### src/rtl/wpsd_pkg.sv
// ----------------------------------------------------------------------------
// wpsd_pkg
// Shared widths, result kinds and header tags of the WAV PCM stream deframer.
// ----------------------------------------------------------------------------
package wpsd_pkg;

  // Field widths
  localparam int BYTE_W     = 8;
  localparam int KIND_W     = 3;
  localparam int SAMPLE_W   = 24;
  localparam int CHAN_W     = 16;
  localparam int RATE_W     = 32;
  localparam int DEPTH_W    = 16;
  localparam int SIZE_W     = 32;
  localparam int OUT_BITS_W = 5;

  // Packed result data: sample, channels, sample_rate, sample_bits, data_size
  localparam int M_DATA_W = SAMPLE_W + CHAN_W + RATE_W + DEPTH_W + SIZE_W;

  // Default internal sample width and register reset value
  localparam int                    OUT_WIDTH_DEF = 24;
  localparam logic [OUT_BITS_W-1:0] OUT_BITS_RST  = 5'd16;

  // Result kinds
  localparam logic [KIND_W-1:0] KIND_SAMPLE   = 3'd0;
  localparam logic [KIND_W-1:0] KIND_FORMAT   = 3'd1;
  localparam logic [KIND_W-1:0] KIND_NOT_RIFF = 3'd2;
  localparam logic [KIND_W-1:0] KIND_NOT_WAVE = 3'd3;
  localparam logic [KIND_W-1:0] KIND_NOT_PCM  = 3'd4;

  // Header tags, first byte in the top bits
  localparam logic [31:0] TAG_RIFF = 32'h5249_4646;
  localparam logic [31:0] TAG_WAVE = 32'h5741_5645;
  localparam logic [31:0] TAG_DATA = 32'h6461_7461;
  localparam logic [15:0] FMT_PCM  = 16'h0100;

  // Fixed header byte positions
  localparam logic [5:0] POS_RIFF_END = 6'd3;
  localparam logic [5:0] POS_WAVE_END = 6'd11;
  localparam logic [5:0] POS_FMT_END  = 6'd21;
  localparam logic [5:0] POS_CHAN_LO  = 6'd22;
  localparam logic [5:0] POS_CHAN_HI  = 6'd23;
  localparam logic [5:0] POS_RATE_LO  = 6'd24;
  localparam logic [5:0] POS_RATE_HI  = 6'd27;
  localparam logic [5:0] POS_DEPTH_LO = 6'd34;
  localparam logic [5:0] POS_DEPTH_HI = 6'd35;

  // 8-bit PCM zero offset and the one wide depth
  localparam logic [7:0]  PCM8_OFFSET = 8'h80;
  localparam logic [15:0] DEPTH_WIDE  = 16'd16;

endpackage

### src/rtl/wav_pcm_stream_deframer_unit.sv
// ----------------------------------------------------------------------------
// wav_pcm_stream_deframer_unit
// Parses a WAV byte stream: checks the fixed header, skips chunks up to the
// data chunk, reports the format once, then emits one mono sample per frame.
// ----------------------------------------------------------------------------
//  channel  dir  payload                                          handshake
//  s_*      in   tdata: data_byte   tuser: restart                tvalid/tready
//  m_*      out  tdata: sample..data_size   tuser: kind           tvalid/tready
//  cfg_*    in   cfg_data: out_bits                               cfg_valid/ready
//
//  One input item per clock; a byte's result appears in the output register
//  the cycle after it is accepted.
//  The only bound on rate is the single output register: s_tready drops only
//  while a result is held and m_tready is low.
//  rst is synchronous: parse state clears, out_bits returns to 16.
//  cfg_ready is always high.
// ----------------------------------------------------------------------------
module wav_pcm_stream_deframer_unit
  import wpsd_pkg::*;
#(
  parameter int OUT_WIDTH = OUT_WIDTH_DEF
) (
  input  logic                  clk,
  input  logic                  rst,
  // input items
  input  logic                  s_tvalid,
  output logic                  s_tready,
  input  logic [BYTE_W-1:0]     s_tdata,   // [7:0] data_byte
  input  logic                  s_tuser,   // [0] restart
  // result items
  output logic                  m_tvalid,
  input  logic                  m_tready,
  output logic [M_DATA_W-1:0]   m_tdata,   // [23:0] sample, [39:24] channels,
                                           // [71:40] sample_rate,
                                           // [87:72] sample_bits,
                                           // [119:88] data_size
  output logic [KIND_W-1:0]     m_tuser,   // [2:0] kind
  // configuration
  input  logic                  cfg_valid,
  output logic                  cfg_ready,
  input  logic [OUT_BITS_W-1:0] cfg_data   // out_bits
);

  typedef enum logic [2:0] {
    PH_HEADER,
    PH_CHUNK_ID,
    PH_LEN_SKIP,
    PH_LEN_DATA,
    PH_SKIP,
    PH_DATA,
    PH_ERROR
  } phase_t;

  localparam int MASK_BITS = (OUT_WIDTH < SAMPLE_W) ? OUT_WIDTH : SAMPLE_W;
  localparam logic [SAMPLE_W-1:0] SAMPLE_MASK =
    SAMPLE_W'((64'(1) << MASK_BITS) - 64'(1));

  // State
  phase_t                phase;
  logic [5:0]            byte_pos;
  logic [31:0]           tag_shift;
  logic [SIZE_W-1:0]     skip_count;
  logic [CHAN_W-1:0]     chan_count;
  logic [RATE_W-1:0]     rate_value;
  logic [DEPTH_W-1:0]    depth_value;
  logic [23:0]           frame_bytes;
  logic [1:0]            frame_index;
  logic [OUT_BITS_W-1:0] out_bits;

  phase_t                phase_next;
  logic [5:0]            byte_pos_next;
  logic [31:0]           tag_shift_next;
  logic [SIZE_W-1:0]     skip_count_next;
  logic [CHAN_W-1:0]     chan_count_next;
  logic [RATE_W-1:0]     rate_value_next;
  logic [DEPTH_W-1:0]    depth_value_next;
  logic [23:0]           frame_bytes_next;
  logic [1:0]            frame_index_next;

  // Parse state as seen by this byte (restart clears it first)
  phase_t             cur_phase;
  logic [5:0]         cur_pos;
  logic [31:0]        cur_tag;
  logic [SIZE_W-1:0]  cur_skip;
  logic [CHAN_W-1:0]  cur_chan;
  logic [RATE_W-1:0]  cur_rate;
  logic [DEPTH_W-1:0] cur_depth;
  logic [23:0]        cur_frame;
  logic [1:0]         cur_index;

  // Result being formed
  logic                res_valid;
  logic [KIND_W-1:0]   res_kind;
  logic [SAMPLE_W-1:0] res_sample;
  logic                res_format;

  // Frame decode
  logic               wide, stereo, last_byte;
  logic [2:0]         need;
  logic [7:0]         fb0, fb1, fb2, fb3;
  logic signed [15:0] word_a, word_c, mono;
  logic signed [16:0] wide_sum;
  logic signed [8:0]  narrow_a, narrow_c;
  logic signed [9:0]  narrow_sum;
  logic signed [16:0] narrow_half, wide_half;

  // Depth conversion
  logic signed [17:0]   shift_d;
  logic [17:0]          shift_neg;
  logic [4:0]           right_amt;
  logic signed [SAMPLE_W-1:0] mono_ext;
  logic [SAMPLE_W-1:0]  shifted;

  logic in_fire;
  logic out_load;

  assign in_fire   = s_tvalid && s_tready;
  assign s_tready  = !m_tvalid || m_tready;
  assign cfg_ready = 1'b1;

  // Select the parse state this byte starts from
  always_comb begin
    if (s_tuser) begin
      cur_phase = PH_HEADER;
      cur_pos   = '0;
      cur_tag   = '0;
      cur_skip  = '0;
      cur_chan  = '0;
      cur_rate  = '0;
      cur_depth = '0;
      cur_frame = '0;
      cur_index = '0;
    end else begin
      cur_phase = phase;
      cur_pos   = byte_pos;
      cur_tag   = tag_shift;
      cur_skip  = skip_count;
      cur_chan  = chan_count;
      cur_rate  = rate_value;
      cur_depth = depth_value;
      cur_frame = frame_bytes;
      cur_index = frame_index;
    end
  end

  // Assemble the frame and form the mono sample
  always_comb begin
    wide      = (cur_depth == DEPTH_WIDE);
    stereo    = (cur_chan == CHAN_W'(2));
    need      = {1'b0, stereo, !stereo} << wide;
    last_byte = ({1'b0, cur_index} + 3'd1) >= need;
    fb0 = cur_frame[7:0];
    fb1 = cur_frame[15:8];
    fb2 = cur_frame[23:16];
    fb3 = '0;
    case (cur_index)
      2'd0:    fb0 = s_tdata;
      2'd1:    fb1 = s_tdata;
      2'd2:    fb2 = s_tdata;
      default: fb3 = s_tdata;
    endcase
    word_a      = $signed({fb1, fb0});
    word_c      = $signed({fb3, fb2});
    wide_sum    = 17'(word_a) + 17'(word_c);
    wide_half   = (wide_sum + $signed({16'd0, wide_sum[16]})) >>> 1;
    narrow_a    = $signed({1'b0, fb0}) - $signed({1'b0, PCM8_OFFSET});
    narrow_c    = $signed({1'b0, fb1}) - $signed({1'b0, PCM8_OFFSET});
    narrow_sum  = 10'(narrow_a) + 10'(narrow_c);
    narrow_half = 17'((narrow_sum + $signed({9'd0, narrow_sum[9]})) >>> 1);
    if (wide) begin
      mono = stereo ? wide_half[15:0] : word_a;
    end else begin
      mono = stereo ? narrow_half[15:0] : 16'(narrow_a);
    end
  end

  // Shift to out_bits: left, or arithmetic right, saturating large amounts
  always_comb begin
    shift_d   = $signed({13'd0, out_bits}) - $signed({2'd0, cur_depth});
    shift_neg = 18'(-shift_d);
    right_amt = (shift_neg > 18'd31) ? 5'd31 : shift_neg[4:0];
    mono_ext  = SAMPLE_W'(mono);
    if (shift_d > 18'sd0) begin
      shifted = (shift_d >= 18'(SAMPLE_W)) ? '0 : (mono_ext << shift_d[4:0]);
    end else if (shift_d < 18'sd0) begin
      shifted = mono_ext >>> right_amt;
    end else begin
      shifted = mono_ext;
    end
  end

  // Advance the parser by one byte
  always_comb begin
    phase_next       = cur_phase;
    byte_pos_next    = cur_pos;
    tag_shift_next   = cur_tag;
    skip_count_next  = cur_skip;
    chan_count_next  = cur_chan;
    rate_value_next  = cur_rate;
    depth_value_next = cur_depth;
    frame_bytes_next = cur_frame;
    frame_index_next = cur_index;
    res_valid  = 1'b0;
    res_kind   = KIND_SAMPLE;
    res_sample = '0;
    res_format = 1'b0;
    unique case (cur_phase)
      PH_HEADER: begin
        tag_shift_next = {cur_tag[23:0], s_tdata};
        if (cur_pos == POS_CHAN_LO) begin
          chan_count_next = {8'd0, s_tdata};
        end else if (cur_pos == POS_CHAN_HI) begin
          chan_count_next[15:8] = s_tdata;
        end else if (cur_pos == POS_RATE_LO) begin
          rate_value_next = {24'd0, s_tdata};
        end else if (cur_pos > POS_RATE_LO && cur_pos <= POS_RATE_HI) begin
          rate_value_next[8*cur_pos[1:0] +: 8] = cur_rate[8*cur_pos[1:0] +: 8] | s_tdata;
        end else if (cur_pos == POS_DEPTH_LO) begin
          depth_value_next = {8'd0, s_tdata};
        end else if (cur_pos == POS_DEPTH_HI) begin
          depth_value_next[15:8] = s_tdata;
        end
        if (cur_pos == POS_RIFF_END && tag_shift_next != TAG_RIFF) begin
          res_valid  = 1'b1;
          res_kind   = KIND_NOT_RIFF;
          phase_next = PH_ERROR;
        end else if (cur_pos == POS_WAVE_END && tag_shift_next != TAG_WAVE) begin
          res_valid  = 1'b1;
          res_kind   = KIND_NOT_WAVE;
          phase_next = PH_ERROR;
        end else if (cur_pos == POS_FMT_END && tag_shift_next[15:0] != FMT_PCM) begin
          res_valid  = 1'b1;
          res_kind   = KIND_NOT_PCM;
          phase_next = PH_ERROR;
        end else if (cur_pos >= POS_DEPTH_HI) begin
          phase_next    = PH_CHUNK_ID;
          byte_pos_next = '0;
        end else begin
          byte_pos_next = cur_pos + 6'd1;
        end
      end
      PH_CHUNK_ID: begin
        tag_shift_next = {cur_tag[23:0], s_tdata};
        if (cur_pos[1:0] == 2'd3) begin
          byte_pos_next   = '0;
          skip_count_next = '0;
          phase_next = (tag_shift_next == TAG_DATA) ? PH_LEN_DATA : PH_LEN_SKIP;
        end else begin
          byte_pos_next = {4'd0, cur_pos[1:0] + 2'd1};
        end
      end
      PH_LEN_SKIP, PH_LEN_DATA: begin
        skip_count_next[8*cur_pos[1:0] +: 8] = cur_skip[8*cur_pos[1:0] +: 8] | s_tdata;
        if (cur_pos[1:0] == 2'd3) begin
          byte_pos_next = '0;
          if (cur_phase == PH_LEN_DATA) begin
            phase_next       = PH_DATA;
            frame_bytes_next = '0;
            frame_index_next = '0;
            res_valid  = 1'b1;
            res_kind   = KIND_FORMAT;
            res_format = 1'b1;
          end else begin
            phase_next = (skip_count_next != '0) ? PH_SKIP : PH_CHUNK_ID;
          end
        end else begin
          byte_pos_next = {4'd0, cur_pos[1:0] + 2'd1};
        end
      end
      PH_SKIP: begin
        skip_count_next = cur_skip - SIZE_W'(1);
        if (skip_count_next == '0) begin
          phase_next = PH_CHUNK_ID;
        end
      end
      PH_DATA: begin
        if (!last_byte) begin
          frame_bytes_next = {fb2, fb1, fb0};
          frame_index_next = cur_index + 2'd1;
        end else begin
          frame_bytes_next = '0;
          frame_index_next = '0;
          res_valid  = 1'b1;
          res_kind   = KIND_SAMPLE;
          res_sample = shifted & SAMPLE_MASK;
        end
      end
      default: begin
        // error: ignore bytes until restart
      end
    endcase
  end

  assign out_load = in_fire && res_valid;

  // Hold parse state, configuration and the result register
  always_ff @(posedge clk) begin
    if (rst) begin
      phase       <= PH_HEADER;
      byte_pos    <= '0;
      tag_shift   <= '0;
      skip_count  <= '0;
      chan_count  <= '0;
      rate_value  <= '0;
      depth_value <= '0;
      frame_bytes <= '0;
      frame_index <= '0;
      out_bits    <= OUT_BITS_RST;
      m_tvalid    <= 1'b0;
    end else begin
      if (cfg_valid && cfg_ready) begin
        out_bits <= cfg_data;
      end
      if (in_fire) begin
        phase       <= phase_next;
        byte_pos    <= byte_pos_next;
        tag_shift   <= tag_shift_next;
        skip_count  <= skip_count_next;
        chan_count  <= chan_count_next;
        rate_value  <= rate_value_next;
        depth_value <= depth_value_next;
        frame_bytes <= frame_bytes_next;
        frame_index <= frame_index_next;
      end
      if (out_load) begin
        m_tvalid <= 1'b1;
      end else if (m_tready) begin
        m_tvalid <= 1'b0;
      end
    end
  end

  // Result payload
  always_ff @(posedge clk) begin
    if (out_load) begin
      m_tuser <= res_kind;
      if (res_format) begin
        m_tdata <= {skip_count_next, cur_depth, cur_rate, cur_chan, SAMPLE_W'(0)};
      end else begin
        m_tdata <= {(M_DATA_W - SAMPLE_W)'(0), res_sample};
      end
    end
  end

endmodule

### config.mk
export PLATFORM = sky130hd
export DESIGN_NAME = wav_pcm_stream_deframer_unit
export DESIGN_NICKNAME = d
export VERILOG_FILES = /design/src/rtl/wpsd_pkg.sv /design/src/rtl/wav_pcm_stream_deframer_unit.sv
export SDC_FILE = /design/constraint.sdc
export NUM_CORES = 1
export LEC_CHECK = 0
export ABC_AREA = 1
export BUFFER_PORTS_ARGS = -buffer_cell sky130_fd_sc_hd__buf_2
export CAP_MARGIN = 20
export CORE_AREA = 4 4 259 160
export DETAILED_ROUTE_END_ITERATION = 8
export DIE_AREA = 0 0 263 164
export PLACE_DENSITY = 0.87
export SYNTH_ARGS = -nofsm -noshare
export SYNTH_HDL_FRONTEND = slang
export SYNTH_SLANG_ARGS = --single-unit
export TNS_END_PERCENT = 5
### constraint.sdc
create_clock -name clk -period 11.7 [get_ports clk]
set_clock_uncertainty 0.1 [all_clocks]
set_input_delay 2.34 -clock clk [delete_from_list [all_inputs] [get_ports clk]]
set_output_delay 2.34 -clock clk [all_outputs]
set_load 0.05 [all_outputs]
# Word level (Yosys, flattened, before mapping)
# Cells that the tools add are included.
# word_totals
wordCells	172
output_inout_bits	126
regBits	284
input_bits	19
# op_classes
add_sub_neg	14
reduce_logical	19
n_lt_le_gt_ge	8
eq_ne	22
shifts	8
mux	83
bitwise	4
# ops
cell	count
32-bit two-way mux	8
24-bit two-way mux	9
16-bit two-way mux	11
32-bit one-hot mux with 3 select lines	1
8-bit two-way mux	10
8-bit by 34-bit variable part select with 32-bit output	2
32-bit bitwise mux	2
32-bit by 31-bit != test with 1-bit output (second input constant)	2
32-bit by 6-bit variable part select with 8-bit output	2
24-bit one-hot mux with 2 select lines	1
3-bit two-way mux	13
5-bit negation with 34-bit output	1
8-bit by 34-bit variable shift with 32-bit output (first input constant)	1
32-bit by 31-bit == test with 1-bit output (second input constant)	1
32-bit zero test	1
32-bit nonzero test	1
32-bit by 1-bit subtractor with 32-bit output (second input constant)	1
6-bit two-way mux	5
6-bit by 5-bit == test with 1-bit output (second input constant)	4
24-bit by 5-bit left shift with 24-bit output	1
16-bit by 5-bit >>> shifter with 24-bit output	1
18-bit by 5-bit greater-than comparator with 1-bit output (second input constant)	1
17-bit negation with 18-bit output	1
8-bit by 8-bit subtractor with 9-bit output (second input constant)	2
other kinds (45)	76

# Logic depth before layout (Yosys ltp)
# logic_depth
ltp_word	11
mapped_depth	47

# Least setup slack after synthesis
# No wires, ideal clock.
# synth_path
path_type	in2reg
startpoint	input port s_tuser
endpoint	register m_tdata[0] (enable)
setup_slack_ns	-0.067
path_stages	15
path_buffers	2
required_ns	10.920
arrival_time_ns	10.988
path_cell_list	inv_2 buf_6 buf_6 nand2_1 inv_1 nand3_1 nor2_1 nand4_1 ha_1 inv_1 ha_1 nand2_1 o211ai_1 nand2_1 a31oi_1
# synth_between
elab_chain_len	8
# synth_lines
element	line_no	text
start, declared	wav_pcm_stream_deframer_unit.sv:29	input logic s_tuser,
16-bit two-way mux (tied with other cells)	wav_pcm_stream_deframer_unit.sv:123	if (s_tuser) begin
16-bit by 2-bit == test with 1-bit output (tied with other cells)	wav_pcm_stream_deframer_unit.sv:149	stereo = (cur_chan == CHAN_W'(2));
1-bit zero test / 1-bit logical AND (equally long branches)	wav_pcm_stream_deframer_unit.sv:150, wav_pcm_stream_deframer_unit.sv:231	
2-bit by 1-bit left shift with 3-bit output / 1-bit two-way mux (equally long branches)	wav_pcm_stream_deframer_unit.sv:150, wav_pcm_stream_deframer_unit.sv:231	
3-bit greater-or-equal comparator / 1-bit two-way mux (equally long branches)	wav_pcm_stream_deframer_unit.sv:151, wav_pcm_stream_deframer_unit.sv:227	
1-bit two-way mux (on tied branches)	wav_pcm_stream_deframer_unit.sv:277, wav_pcm_stream_deframer_unit.sv:223	
1-bit one-hot mux with 3 select lines *	wav_pcm_stream_deframer_unit.sv:207	unique case (cur_phase)
1-bit logical AND *	wav_pcm_stream_deframer_unit.sv:294	assign out_load = in_fire && res_valid;
net out_load	wav_pcm_stream_deframer_unit.sv:115	logic out_load;
end signal, assigned	wav_pcm_stream_deframer_unit.sv:338	m_tdata <= {skip_count_next, cur_depth, cur_rate, cur_chan, SAMPLE_W'(0)};
end signal, assigned	wav_pcm_stream_deframer_unit.sv:340	m_tdata <= {(M_DATA_W - SAMPLE_W)'(0), res_sample};
end, declared	wav_pcm_stream_deframer_unit.sv:33	output logic [M_DATA_W-1:0] m_tdata,
# The timed path passes the listed nets; every way through them passes the cells marked *.
# A chain may end at the register's enable or synchronous reset.

# Worst setup path after layout
# layout_path
startpoint	input port s_tuser
endpoint	register m_tdata[18], data pin
# layout_between
elab_chain_len	11
# layout_lines
element	line_no	text
2-bit two-way mux	wav_pcm_stream_deframer_unit.sv:123	
2-bit by 1-bit == test with 1-bit output (tied with other cells)	wav_pcm_stream_deframer_unit.sv:156	case (cur_index)
8-bit two-way mux / 3-bit OR reduction (equally long branches)	--	
8-bit by 8-bit subtractor with 9-bit output (tied with other cells)	wav_pcm_stream_deframer_unit.sv:167	narrow_c = $signed({1'b0, fb1}) - $signed({1'b0, PCM8_OFFSET});
9-bit by 9-bit adder with 10-bit output / 16-bit by 16-bit adder with 17-bit output (equally long branches)	wav_pcm_stream_deframer_unit.sv:168, wav_pcm_stream_deframer_unit.sv:164	
10-bit by 2-bit adder with 11-bit output / 17-bit by 2-bit adder with 17-bit output (equally long branches)	wav_pcm_stream_deframer_unit.sv:169, wav_pcm_stream_deframer_unit.sv:165	
16-bit two-way mux (on tied branches)	wav_pcm_stream_deframer_unit.sv:173, wav_pcm_stream_deframer_unit.sv:171	
16-bit two-way mux	wav_pcm_stream_deframer_unit.sv:170	if (wide) begin
16-bit by 5-bit >>> shifter with 24-bit output / 24-bit by 5-bit left shift with 24-bit output (equally long branches)	wav_pcm_stream_deframer_unit.sv:186, wav_pcm_stream_deframer_unit.sv:184	
24-bit two-way mux (on tied branches)	wav_pcm_stream_deframer_unit.sv:185, wav_pcm_stream_deframer_unit.sv:184	
24-bit two-way mux	wav_pcm_stream_deframer_unit.sv:183	if (shift_d > 18'sd0) begin
# Several ways; a longest one is shown, not always the timed one.

==> flow_metrics.env <==
export IMPL_vias=23510
export IMPL_die_w_um=263
export IMPL_grt_util_all_layers=0.3248
export IMPL_whs_endpoint="depth_value[15]$_SDFFE_PP0P_"
export IMPL_ant_nets=0
export IMPL_hold_path_class="register to register"
export IMPL_post_synthesis_xor_xnor_area_fraction=0.01650
export IMPL_worst_hold_slack_ns=0.3676
export IMPL_clock_path_buffers=3
export IMPL_detailedRoute_firstPassIterationCount=7
export IMPL_netlist_area_leader_share=0.1740
export IMPL_multi_input_area_mm2=0.01201
export IMPL_nets=3406
export IMPL_synth_cell_type_count=60
export IMPL_cts_sink_count=284
export IMPL_num_io_pins=145
export IMPL_yosys_area_share_adder=0.03230
export IMPL_route_final_wire_length_mm=73.22
export IMPL_detail_route_vias_per_cell=6.062
export IMPL_fin_tns_setup_ns=0
export IMPL_drive_gt1_frac=0.09207
export IMPL_synth_compound_gate_area_share=0.1957
export IMPL_first_iter_violations=4049
export IMPL_finalInstanceArea_mm2=0.02326
export IMPL_category_of_the_worst_setup_path_launch_point="input pin"
export IMPL_cell_depth_of_the_worst_flop_to_flop_path=35
export IMPL_final_fill_count=3672
export IMPL_grt_overflow_total=0
export IMPL_grt_first_pass_wirelength_mm=114.2
export IMPL_htree_levels=1
export IMPL_path_class="input pin to register"
export IMPL_cp_num_buf_inv=6
export IMPL_worst_pin_slew_ns=1.089
export IMPL_timing_final_hold_violations=0
export IMPL_yosys_mux_area_fraction=0.001415
export IMPL_irDropWorstVdd_mv=0.1212
export IMPL_crit_required_ns=11.94
export IMPL_pwr_density_cell_mw_per_mm2=118.4
export IMPL_critical_path_top_delay_family="simple AND/OR/NAND/NOR gates"
export IMPL_placement_rows=56
export IMPL_synth_edff_count=123
export IMPL_worstPathMaxFanout=48
export IMPL_final_cells=3879
export IMPL_grt_pass1_vias=20490
export IMPL_cts_inserted_buffers=28
export IMPL_critical_path_arrival_ns=9.04
export IMPL_rsz_0062_raised_after_global_routing="false"
export IMPL_r2r_end="m_tdata[18]$_SDFFCE_PP0P_"
export IMPL_relSlewSlack=0.2676
export IMPL_postSynthRegisterBits=284
export IMPL_dominantRegCellSynth="sky130_fd_sc_hd__dfxtp_1"
export IMPL_cts_hold_repair_buffers=0
export IMPL_post_place_cells=3824
export IMPL_clock_insertion_delay_worst_skew_ns=0.58
export IMPL_critical_path_cell_count=36
export IMPL_critPathMaxStageDelay_ns=0.72
export IMPL_synth_area_mm2=0.02123
export IMPL_fp_dieArea_mm2=0.04313
export IMPL_async_s_r_ff_share_synth=0
export IMPL_post_route_period_util=0.7521
export IMPL_crit_top_cell="sky130_fd_sc_hd__nand2_1"
export IMPL_synth_sequential_area_ratio=0.3258
export IMPL_grt_start_max_net_pins=113
export IMPL_sequential_cell_area_mm2=0.006917
export IMPL_syn_area_per_cell_um2=6.440
export IMPL_antenna_violations_before_repair=1
export IMPL_hold_path_cell_count=2
export IMPL_reg2reg_slack_ns=5.21
export IMPL_placedInstanceArea_mm2=0.02216
export IMPL_crit_path_end_kind="register"
export IMPL_gp_congestion=1.087
export IMPL_clock_pin_transition_on_the_worst_setup_and_hold_timing_paths_ns=0.07
export IMPL_p_leak_nw=10.47
export IMPL_syn_to_final_growth_pct=9.584
export IMPL_maxSlewViolCount=0
export IMPL_crit_reg2reg_launch="frame_index[0]$_SDFFE_PP0P_"
export IMPL_tritoncts="built"
export IMPL_chipHeight_um=164
export IMPL_detail_route_drc_violations=0
export IMPL_number_of_standard_cells_after_synthesis=3296
export IMPL_placement_io_buffers=143
export IMPL_run_status="complete, no violations"
export IMPL_cts_root_buf="sky130_fd_sc_hd__clkbuf_16"
export IMPL_max_cap_viol_count=0
export IMPL_cts_setup_buffers=0
export IMPL_number_of_resized_instances_in_the_post_cts_repair_step=0
export IMPL_synth_top_area_cell="sky130_fd_sc_hd__edfxtp_1"
export IMPL_period_needed_ns=8.799
export IMPL_synthesis_nets=3368
export IMPL_yosys_warnings=0
export IMPL_placeableCoreArea_mm2=0.03882
export IMPL_sum_of_net_half_perimeters_after_detailed_placement_mm=53.59
export IMPL_wl_per_cell_um=18.88
export IMPL_yosys_area_share_simple=0.3183
export IMPL_initial_utilization=0.5469
export IMPL_fmax_mhz=113.6
export IMPL_dominant_combinational_cell_family_by_area_after_synthesis="simple AND/OR/NAND/NOR gates"
export IMPL_critPathSlowestCell="sky130_fd_sc_hd__o21ai_0"
export IMPL_timing_hold_worst_start="depth_value[15]$_SDFFE_PP0P_"
export IMPL_setup_violations=0
export IMPL_synth_area_leaders="sky130_fd_sc_hd__edfxtp_1 17%, sky130_fd_sc_hd__dfxtp_1 15%, sky130_fd_sc_hd__nand2_1 15%"
[kinds of logic (layout without fill, tap and decap cells)]
logic type,Yosys count,in the layout
xor+xnor,40,40
flops,284,284
mux,3,3
compound gates,714,714
other cells,1,2
simple gates,1596,1596
buf+inv,605,665
fa+ha+maj,53,53
[through the flow]
stage	utilization	setup WS (ns)	total power, mW
6_report	0.5993	2.901	2.754
4_1_cts	0.5983	3.161	2.718
5_1_grt	0.5993	2.283	2.855
2_1_floorplan	-	2.694	1.524
3_3_place_gp	0.5709	2.672	1.674
3_5_place_dp	0.5709	2.567	1.679
[worst max-delay path by stage]
stage	start	end
floorplan	s_tuser	m_tdata[0]$_SDFFCE_PP0P_
global placement	s_tuser	m_tdata[14]$_SDFFCE_PP0P_
detailed placement	s_tuser	m_tdata[18]$_SDFFCE_PP0P_
CTS	s_tuser	m_tdata[18]$_SDFFCE_PP0P_
global route	s_tuser	m_tdata[18]$_SDFFCE_PP0P_
finish	s_tuser	m_tdata[18]$_SDFFCE_PP0P_
[cell type report]
type                    count  area share
multi-input cells        2407      0.5164
clock buffers              32     0.03168
well taps                 522     0.02808
inverters                 441     0.07127
diodes                      1   0.0001076
flip-flops and latches    284      0.2973
repair buffers            172     0.04109
clock inverters            20     0.01404
[registers in the layout (all words and copies together), names as in the netlist, 3 cells and up]
signal,cells
frame_bytes,24
skip_count,32
m_tuser,3
m_tdata,120
phase,3
tag_shift,24
byte_pos,6
chan_count,16
rate_value,32
out_bits,5
depth_value,16
[cells in the final DEF, fill, tap and decap left out, types with 4 or more instances in the layout]
master,synthesis,final
sky130_fd_sc_hd__nor3_1,44,44
sky130_fd_sc_hd__o21ai_1,12,12
sky130_fd_sc_hd__nor3_2,4,4
sky130_fd_sc_hd__nor2_1,348,344
sky130_fd_sc_hd__clkinv_2,0,4
sky130_fd_sc_hd__buf_2,11,142
sky130_fd_sc_hd__nand4_1,50,50
sky130_fd_sc_hd__inv_1,412,409
sky130_fd_sc_hd__dfxtp_1,161,161
sky130_fd_sc_hd__ha_1,50,50
sky130_fd_sc_hd__o21ai_0,240,240
sky130_fd_sc_hd__nand3_1,247,247
sky130_fd_sc_hd__o221ai_1,30,30
sky130_fd_sc_hd__o32ai_1,8,8
sky130_fd_sc_hd__o22ai_1,25,25
sky130_fd_sc_hd__a22oi_1,29,29
sky130_fd_sc_hd__nor2_4,5,5
sky130_fd_sc_hd__bufinv_16,0,8
sky130_fd_sc_hd__a31oi_1,14,13
sky130_fd_sc_hd__edfxtp_1,123,123
sky130_fd_sc_hd__clkinv_4,0,4
sky130_fd_sc_hd__buf_4,4,28
sky130_fd_sc_hd__clkinv_1,5,7
sky130_fd_sc_hd__a21oi_1,261,261
sky130_fd_sc_hd__a211oi_1,5,5
sky130_fd_sc_hd__or2_2,14,14
sky130_fd_sc_hd__clkbuf_16,0,29
sky130_fd_sc_hd__nand2_1,832,831
sky130_fd_sc_hd__nor2_2,9,13
sky130_fd_sc_hd__inv_2,24,26
sky130_fd_sc_hd__o2111ai_1,4,4
sky130_fd_sc_hd__xor2_1,37,37
sky130_fd_sc_hd__nor4_1,20,20
sky130_fd_sc_hd__o211ai_1,46,46
sky130_fd_sc_hd__nand2_2,13,13
sky130_fd_sc_hd__a221oi_1,22,22
[power by group]
group	switching (mW)	internal, mW	leakage, nW
Clock	0.427	0.632	0.516
Sequential	0.0180	1.06	2.59
Combinational	0.452	0.167	7.37
Total	0.897	1.86	10.5
[worst reg2reg max path, delay by kind of cell, from the launching register on]
kind	cells	cell delay (ns)
simple gates	20	2.43
buf+inv	5	0.53
compound gates	7	1.94
fa+ha+maj	3	0.95
flops	1	0.31
[synthesized netlist by cell type, types with 44 or more instances]
| cell type | instances |
|---|---|
| sky130_fd_sc_hd__nand2_1 | 832 |
| sky130_fd_sc_hd__o211ai_1 | 46 |
| sky130_fd_sc_hd__clkbuf_1 | 124 |
| sky130_fd_sc_hd__nand3_1 | 247 |
| sky130_fd_sc_hd__nand4_1 | 50 |
| sky130_fd_sc_hd__nor2_1 | 348 |
| sky130_fd_sc_hd__nor3_1 | 44 |
| sky130_fd_sc_hd__ha_1 | 50 |
| sky130_fd_sc_hd__o21ai_0 | 240 |
| sky130_fd_sc_hd__edfxtp_1 | 123 |
| sky130_fd_sc_hd__dfxtp_1 | 161 |
| sky130_fd_sc_hd__a21oi_1 | 261 |
| sky130_fd_sc_hd__inv_1 | 412 |
[per-layer routing]
layer | share of wire | GRT usage | up-vias
met1 | 0.45 | 0.5081 | 10640
met5 | 0 | 0 | -
met4 | 0.020 | 0.06438 | 0
met3 | 0.16 | 0.1166 | 127
met2 | 0.37 | 0.4211 | 1669
li1 | - | - | 11080
(Power assumes the default switching activity.)
